**src/rtl/ntcb_pkg.sv**
```systemverilog
// ----------------------------------------------------------------------------
// NTC beta converter package
// Widths, constants, register indexes and shared types of the converter.
// ----------------------------------------------------------------------------
package ntcb_pkg;

    localparam int SAMPLE_W     = 16;
    localparam int CFG_IDX_W    = 3;
    localparam int CFG_DATA_W   = 23;
    localparam int FS_W         = 16;
    localparam int RES_W        = 23;
    localparam int BETA_W       = 16;
    localparam int TNOM_W       = 16;
    localparam int TEMP_W       = 18;
    localparam int STATUS_W     = 2;

    localparam int RATIO_W      = 16;
    localparam int RATIO_STAGES = RATIO_W;
    localparam int PROD_W       = 40;
    localparam int LOG_FRAC     = 16;
    localparam int LOG_INT_W    = 6;
    localparam int LOG_W        = LOG_INT_W + LOG_FRAC;
    localparam int MANT_W       = 31;
    localparam int LN_W         = 22;
    localparam int DIV_W        = 40;

    localparam logic [RATIO_W-1:0] RATIO_LO     = 16'd7;
    localparam logic [RATIO_W-1:0] RATIO_HI     = 16'd65529;
    localparam logic [31:0]        LN2_Q32      = 32'd2977044472;
    localparam logic [DIV_W-1:0]   HUNDRED_Q32  = 40'd429496729600;
    localparam logic [DIV_W-1:0]   TQ_MAX       = 40'd127315;
    localparam logic signed [TEMP_W-1:0] KELVIN_CENTI = 18'sd27315;
    localparam logic signed [TEMP_W-1:0] T_MAX_CENTI  = 18'sd100000;
    localparam logic signed [TEMP_W-1:0] T_MIN_CENTI  = -18'sd27315;

    typedef enum logic [CFG_IDX_W-1:0] {
        REG_ADC_FULL_SCALE = 3'd0,
        REG_SERIES_RES     = 3'd1,
        REG_NOMINAL_RES    = 3'd2,
        REG_BETA           = 3'd3,
        REG_NOMINAL_TEMP   = 3'd4
    } cfg_reg_t;

    typedef enum logic [STATUS_W-1:0] {
        STATUS_OK        = 2'd0,
        STATUS_FS_ZERO   = 2'd1,
        STATUS_SATURATED = 2'd2
    } status_t;

    typedef struct packed {
        logic [FS_W-1:0]          adc_full_scale;
        logic [RES_W-1:0]         series_resistance;
        logic [RES_W-1:0]         nominal_resistance;
        logic [BETA_W-1:0]        beta_kelvin;
        logic signed [TNOM_W-1:0] nominal_temp_centi;
    } cfg_t;

endpackage

```
**src/rtl/ntcb_ratio.sv**
```systemverilog
// ----------------------------------------------------------------------------
// NTC beta converter ratio front end
// Forms the clamped Q0.16 divider ratio and the two resistance products.
// ----------------------------------------------------------------------------
module ntcb_ratio
(
    input  logic                          clk,
    input  logic                          rst_n,
    input  logic                          in_valid,
    input  logic [ntcb_pkg::SAMPLE_W-1:0] sample,
    input  ntcb_pkg::cfg_t                cfg,
    output logic                          out_valid,
    output logic [ntcb_pkg::PROD_W-1:0]   num,
    output logic [ntcb_pkg::PROD_W-1:0]   den
);
    import ntcb_pkg::*;

    logic [RATIO_STAGES-1:0] valid_reg;
    logic [RATIO_STAGES-1:0] valid_next;
    logic [RATIO_STAGES-1:0] sat_reg;
    logic [RATIO_STAGES-1:0] sat_prev;
    logic [RATIO_W-1:0]      rem_reg  [RATIO_STAGES];
    logic [RATIO_W-1:0]      quo_reg  [RATIO_STAGES];
    logic [RATIO_W-1:0]      rem_prev [RATIO_STAGES];
    logic [RATIO_W-1:0]      quo_prev [RATIO_STAGES];
    logic [RATIO_W-1:0]      rem_next [RATIO_STAGES];
    logic [RATIO_W-1:0]      quo_next [RATIO_STAGES];
    logic [RATIO_W:0]        trial    [RATIO_STAGES];
    logic [RATIO_W:0]        diff     [RATIO_STAGES];
    logic [RATIO_STAGES-1:0] fits;

    logic                 clamp_valid_reg;
    logic [RATIO_W-1:0]   ratio_reg;
    logic [RATIO_W-1:0]   ratio_next;
    logic [RATIO_W-1:0]   quo_last;
    logic                 prod_valid_reg;
    logic [PROD_W-1:0]    num_reg;
    logic [PROD_W-1:0]    den_reg;
    logic [RATIO_W:0]     comp_ratio;

    assign valid_next = {valid_reg[RATIO_STAGES-2:0], in_valid};

    always_comb
    begin
        // A sample at or above full scale gives a ratio of one or more: clamp high.
        sat_prev[0] = (sample >= cfg.adc_full_scale);
        rem_prev[0] = sample;
        quo_prev[0] = '0;
        for (int s = 1; s < RATIO_STAGES; s++)
        begin
            sat_prev[s] = sat_reg[s-1];
            rem_prev[s] = rem_reg[s-1];
            quo_prev[s] = quo_reg[s-1];
        end
        for (int s = 0; s < RATIO_STAGES; s++)
        begin
            trial[s]    = {rem_prev[s], 1'b0};
            diff[s]     = trial[s] - {1'b0, cfg.adc_full_scale};
            fits[s]     = (trial[s] >= {1'b0, cfg.adc_full_scale});
            rem_next[s] = fits[s] ? diff[s][RATIO_W-1:0] : trial[s][RATIO_W-1:0];
            quo_next[s] = {quo_prev[s][RATIO_W-2:0], fits[s]};
        end
    end

    assign quo_last = quo_reg[RATIO_STAGES-1];

    always_comb
    begin
        if (sat_reg[RATIO_STAGES-1] || quo_last >= RATIO_HI)
        begin
            ratio_next = RATIO_HI;
        end
        else if (quo_last == '0)
        begin
            ratio_next = RATIO_LO;
        end
        else
        begin
            ratio_next = quo_last;
        end
    end

    assign comp_ratio = 17'h10000 - {1'b0, ratio_reg};

    always_ff @(posedge clk or negedge rst_n)
    begin
        if (!rst_n)
        begin
            valid_reg       <= '0;
            clamp_valid_reg <= 1'b0;
            prod_valid_reg  <= 1'b0;
        end
        else
        begin
            valid_reg       <= valid_next;
            clamp_valid_reg <= valid_reg[RATIO_STAGES-1];
            prod_valid_reg  <= clamp_valid_reg;
        end
    end

    always_ff @(posedge clk)
    begin
        for (int s = 0; s < RATIO_STAGES; s++)
        begin
            sat_reg[s] <= sat_prev[s];
            rem_reg[s] <= rem_next[s];
            quo_reg[s] <= quo_next[s];
        end
        ratio_reg <= ratio_next;
        num_reg   <= PROD_W'(cfg.series_resistance * ratio_reg);
        den_reg   <= PROD_W'(comp_ratio * cfg.nominal_resistance);
    end

    assign out_valid = prod_valid_reg;
    assign num       = num_reg;
    assign den       = den_reg;

endmodule

```
**config.mk**
```make
export PLATFORM = sky130hd
export DESIGN_NAME = ntcb_ratio
export DESIGN_NICKNAME = d
export VERILOG_FILES = /design/src/rtl/ntcb_pkg.sv /design/src/rtl/ntcb_ratio.sv
export SDC_FILE = /design/constraint.sdc
export NUM_CORES = 2
export LEC_CHECK = 0
export BUFFER_PORTS_ARGS = -buffer_cell sky130_fd_sc_hd__buf_2
export CAP_MARGIN = 40
export CORE_MARGIN = 2
export CORE_UTILIZATION = 30
export CTS_CLUSTER_DIAMETER = 40
export CTS_CLUSTER_SIZE = 16
export DETAILED_ROUTE_END_ITERATION = 7
export GPL_TIMING_DRIVEN = 0
export PLACE_DENSITY = 0.5
export SYNTH_ARGS = -nofsm -noshare
export SYNTH_HDL_FRONTEND = slang
export SYNTH_SLANG_ARGS = --single-unit
```
**constraint.sdc**
```tcl
create_clock -name clk -period 7.9 [get_ports clk]
set_clock_uncertainty 0.05 [all_clocks]
set_input_delay 1.185 -clock clk [delete_from_list [all_inputs] [get_ports clk]]
set_output_delay 1.185 -clock clk [all_outputs]
set_load 0.01 [all_outputs]
```
==> qor.csv <==
stage,metric,value,unit
synth,Post-synth EDFFs,0,
floorplan,Site Rows,148,
floorplan,Die Height,408,um
global_route,met3 Use GR,2.99,%
clock_tree,CTS sink count,505,
worst_setup_path,critical path peak fanout,10,
cells_and_area,Post-layout nets,6846,
synth,"FFs w/ async S/R, synth",3.56,%
synth,Netlist cell types,90,
worst_setup_path,CP max-delay cell,o21ai_1,
worst_setup_path,Crit path max-delay family,adder cells,
timing,fmax,131,MHz
timing,hold slack,247,ps
worst_setup_path,critical path depth in cells,22,
global_route,largest net degree at the start of global routing,25,
clock_tree,total CTS buffers,97,
cells_and_area,Largest register FFs,240,
global_route,antenna violations before repair,8,
synth,Synth Flop Type,dfxtp_1,
timing,setup ws final,251,ps
outcome,status,"finished, final reports clean",
clock_tree,"Reg clk slew, reported paths",60,ps
worst_setup_path,CP Capture Type,flop,
cells_and_area,layout cells sized above 1,12.0,%
drt,"wirelength, routed",141000,um
synth,adder-cell share of the synthesized area,38.1,%
cells_and_area,fin area,57100,sq um
worst_setup_path,Worst path most repeated cell,fa_1,
timing,number of failing hold endpoints at the final stage,0,
worst_setup_path,CP Launch Type,primary input,
clock_tree,root buf cell,clkbuf_16,
floorplan,Die W,408,um
worst_hold_path,Hold WC Path Type,reg -> reg,
cells_and_area,Area Growth Syn to Fin,16.6,%
global_route,Total GRT Usage,17.2,%
synth,Post-Syn Nets,6585,
global_route,GRT met1 Usage,23.0,%
timing,Final period util,96.8,%
global_route,met2 Use GR,27.9,%
drt,Final ANT Viol Nets,0,
synth,share of the synthesized area in the top cell type,25.4,%
drt,Pre-antenna DRT Iters,5,
worst_setup_path,Critical Path RT,8450,ps
worst_setup_path,FF-to-FF path depth,24,
placement,global placement routability congestion,0.900,
synth,register bit total from synthesis,505,
floorplan,IO Pins,194,
drt,drt drc,0,
synth,Syn Std Cell Area,48900,sq um
global_route,GR peak layer,met2,
synth,post-synthesis mux area share,3.33,%
clock_tree,H-tree levels,3,
timing,Rel. slew slack,38.3,%
synth,xor/xnor cell area share of the yosys netlist,4.44,%
worst_hold_path,Hold Startpoint,quo_reg[1][24],
global_route,number of global-route vias before repair,39000,
worst_setup_path,Crit path largest cell delay,660,ps
drt,drt wl/cell,17.9,um
synth,compound-cell area share of the yosys netlist,10.4,%
timing,total negative slack,0,ps
worst_setup_path,worst reg2reg path startpoint,ratio_reg[12],
clock_tree,CTS tree,yes,
clock_tree,CTS Buffer Depth,3,
worst_setup_path,WP buf/inv,5,
worst_setup_path,Crit path arrival time,8200,ps
placement,dpl ws,-1540,ps
timing,Final Critical Period,7650,ps
drt,DR iter-0 viols,1975,
placement,dpl cell area,52800,sq um
synth,cell count after synthesis,5354,
drt,vias per cell,4.75,
floorplan,Core Box Area,162000,sq um
worst_setup_path,critical path class,in -> reg,
global_route,first-pass GRT wire length,224000,um
timing,Tightest Pin Transition,919,ps
synth,top post-synthesis cells by area,"fa_1, dfxtp_1, ha_1, inv_1, nand2_1",
worst_hold_path,Hold Path Depth,0,
drt,routed via count,37400,
synth,largest family of logic cells by synthesized area,adder cells,
floorplan,die area,166000,sq um
floorplan,Initial Util,30.1,%
job,max cap viols,0,
synth,Yosys top cell by area,fa_1,
worst_setup_path,Setup crit start,cfg[72],
synth,sequential share of the synthesized area,20.8,%
worst_setup_path,cell chain of the critical path,buf_2 > clkbuf_1 > nand2_1 > fa_1 > inv_1 > fa_1 > inv_1 > fa_1 > fa_1 > fa_1 > inv_1 > fa_1 > ha_1 > and2_1 > a221o_1 > o311ai_1 > nand2_1 > o21ai_1 > o21ai_0 > a31o_2 > a21oi_1 > xnor2_1,
synth,mean post-synth cell area,9.14,sq um
clock_tree,clk_lat worst skew,700,ps
placement,Buffers on Ports,151,
global_route,GRT overflow,0,
synth,Post-Synth Simple-Gate Area,15.2,%
timing,Final Max Tran Viols,0,
synth,Synth warnings,0,
timing,final setup violation count,0,
placement,DPL Wire Length,113000,um
## synthesized netlist by cell type, types with 19 or more instances
master,number
inv_1,796
nand2_1,703
fa_1,621
ha_1,497
dfxtp_1,487
and2_1,248
a21oi_1,217
nor2_1,215
o21ai_0,168
xnor2_1,167
clkbuf_1,150
mux2_2,120
a21o_1,89
xor2_1,81
nor3_1,78
nor2b_1,62
o21a_1,54
nand3_1,53
nand4_1,50
nand2b_1,42
a211oi_1,29
o31ai_1,27
and3_1,25
a21boi_0,24
or3_1,22
o21bai_1,21
o211ai_1,20
a31oi_1,19
nor4_1,19
or2_2,19
## what timing repair did
item | in CTS | in global routing
hold buffers | 0 | 0
setup buffers | 8 | 8
endpoints found under the setup margin | 28 | 17
pin swaps | 10 | 38
gates resized for setup | 108 | 85
## cell type report
type                    instances  area [sq um]
diodes                          7          17.5
plain buffers                 163           832
clock buffers                 105          2550
clock inverters                78          1040
fillers                     16600        105000
inverters                     797          2990
multi-input cells            3866         35500
flip-flops and latches        505         10200
well taps                    2175          2720
repair buffers                185          1240
## metal layers
| layer | up-vias | part of all wire [%] |
|---|---|---|
| li1 | 17900 | - |
| met1 | 18400 | 45 |
| met2 | 855 | 46 |
| met3 | 234 | 5.4 |
| met4 | 2 | 3.0 |
| met5 | - | 0.0092 |
## final timing paths
kind | endpoint | slack (ps)
max in group asynchronous | valid_reg[6] | 7140
min in group asynchronous | valid_reg[15] | 380
setup reg to reg | den[33] | 290
setup / recovery | num[35] | 250
hold / removal | quo_reg[1][41] | 250
hold reg to reg | quo_reg[1][41] | 250
## placed cells by master, fill, tap and decap left out, types with 89 or more instances in the layout
master     instances
dfxtp_1          478
o21ai_0          165
ha_1             488
xnor2_1          160
a21oi_1          212
and2_1           247
clkbuf_16         98
nand2_1          701
mux2_2           120
inv_1            792
fa_1             610
a21o_1            89
nor2_1           212
buf_2            168
## metrics by stage
stage          std cells  utilization (%)
5_1_grt             7875             35.1
3_5_place_dp        7698             32.5
2_1_floorplan       5354                -
4_1_cts             7874             35.0
6_report            7881             35.1
3_3_place_gp        7680             32.3
## cell families after synthesis
family                     Yosys count
muxes                              144
AOI/OAI and AO/OA                  782
and+or+nand+nor                   1573
DFF                                505
other                                1
adders and majority gates         1118
xor gates and xnor gates           248
buffers and inverters              983
Power is not shown: default switching activity piles up to over one toggle a cycle in this logic, so the estimate is an artifact.
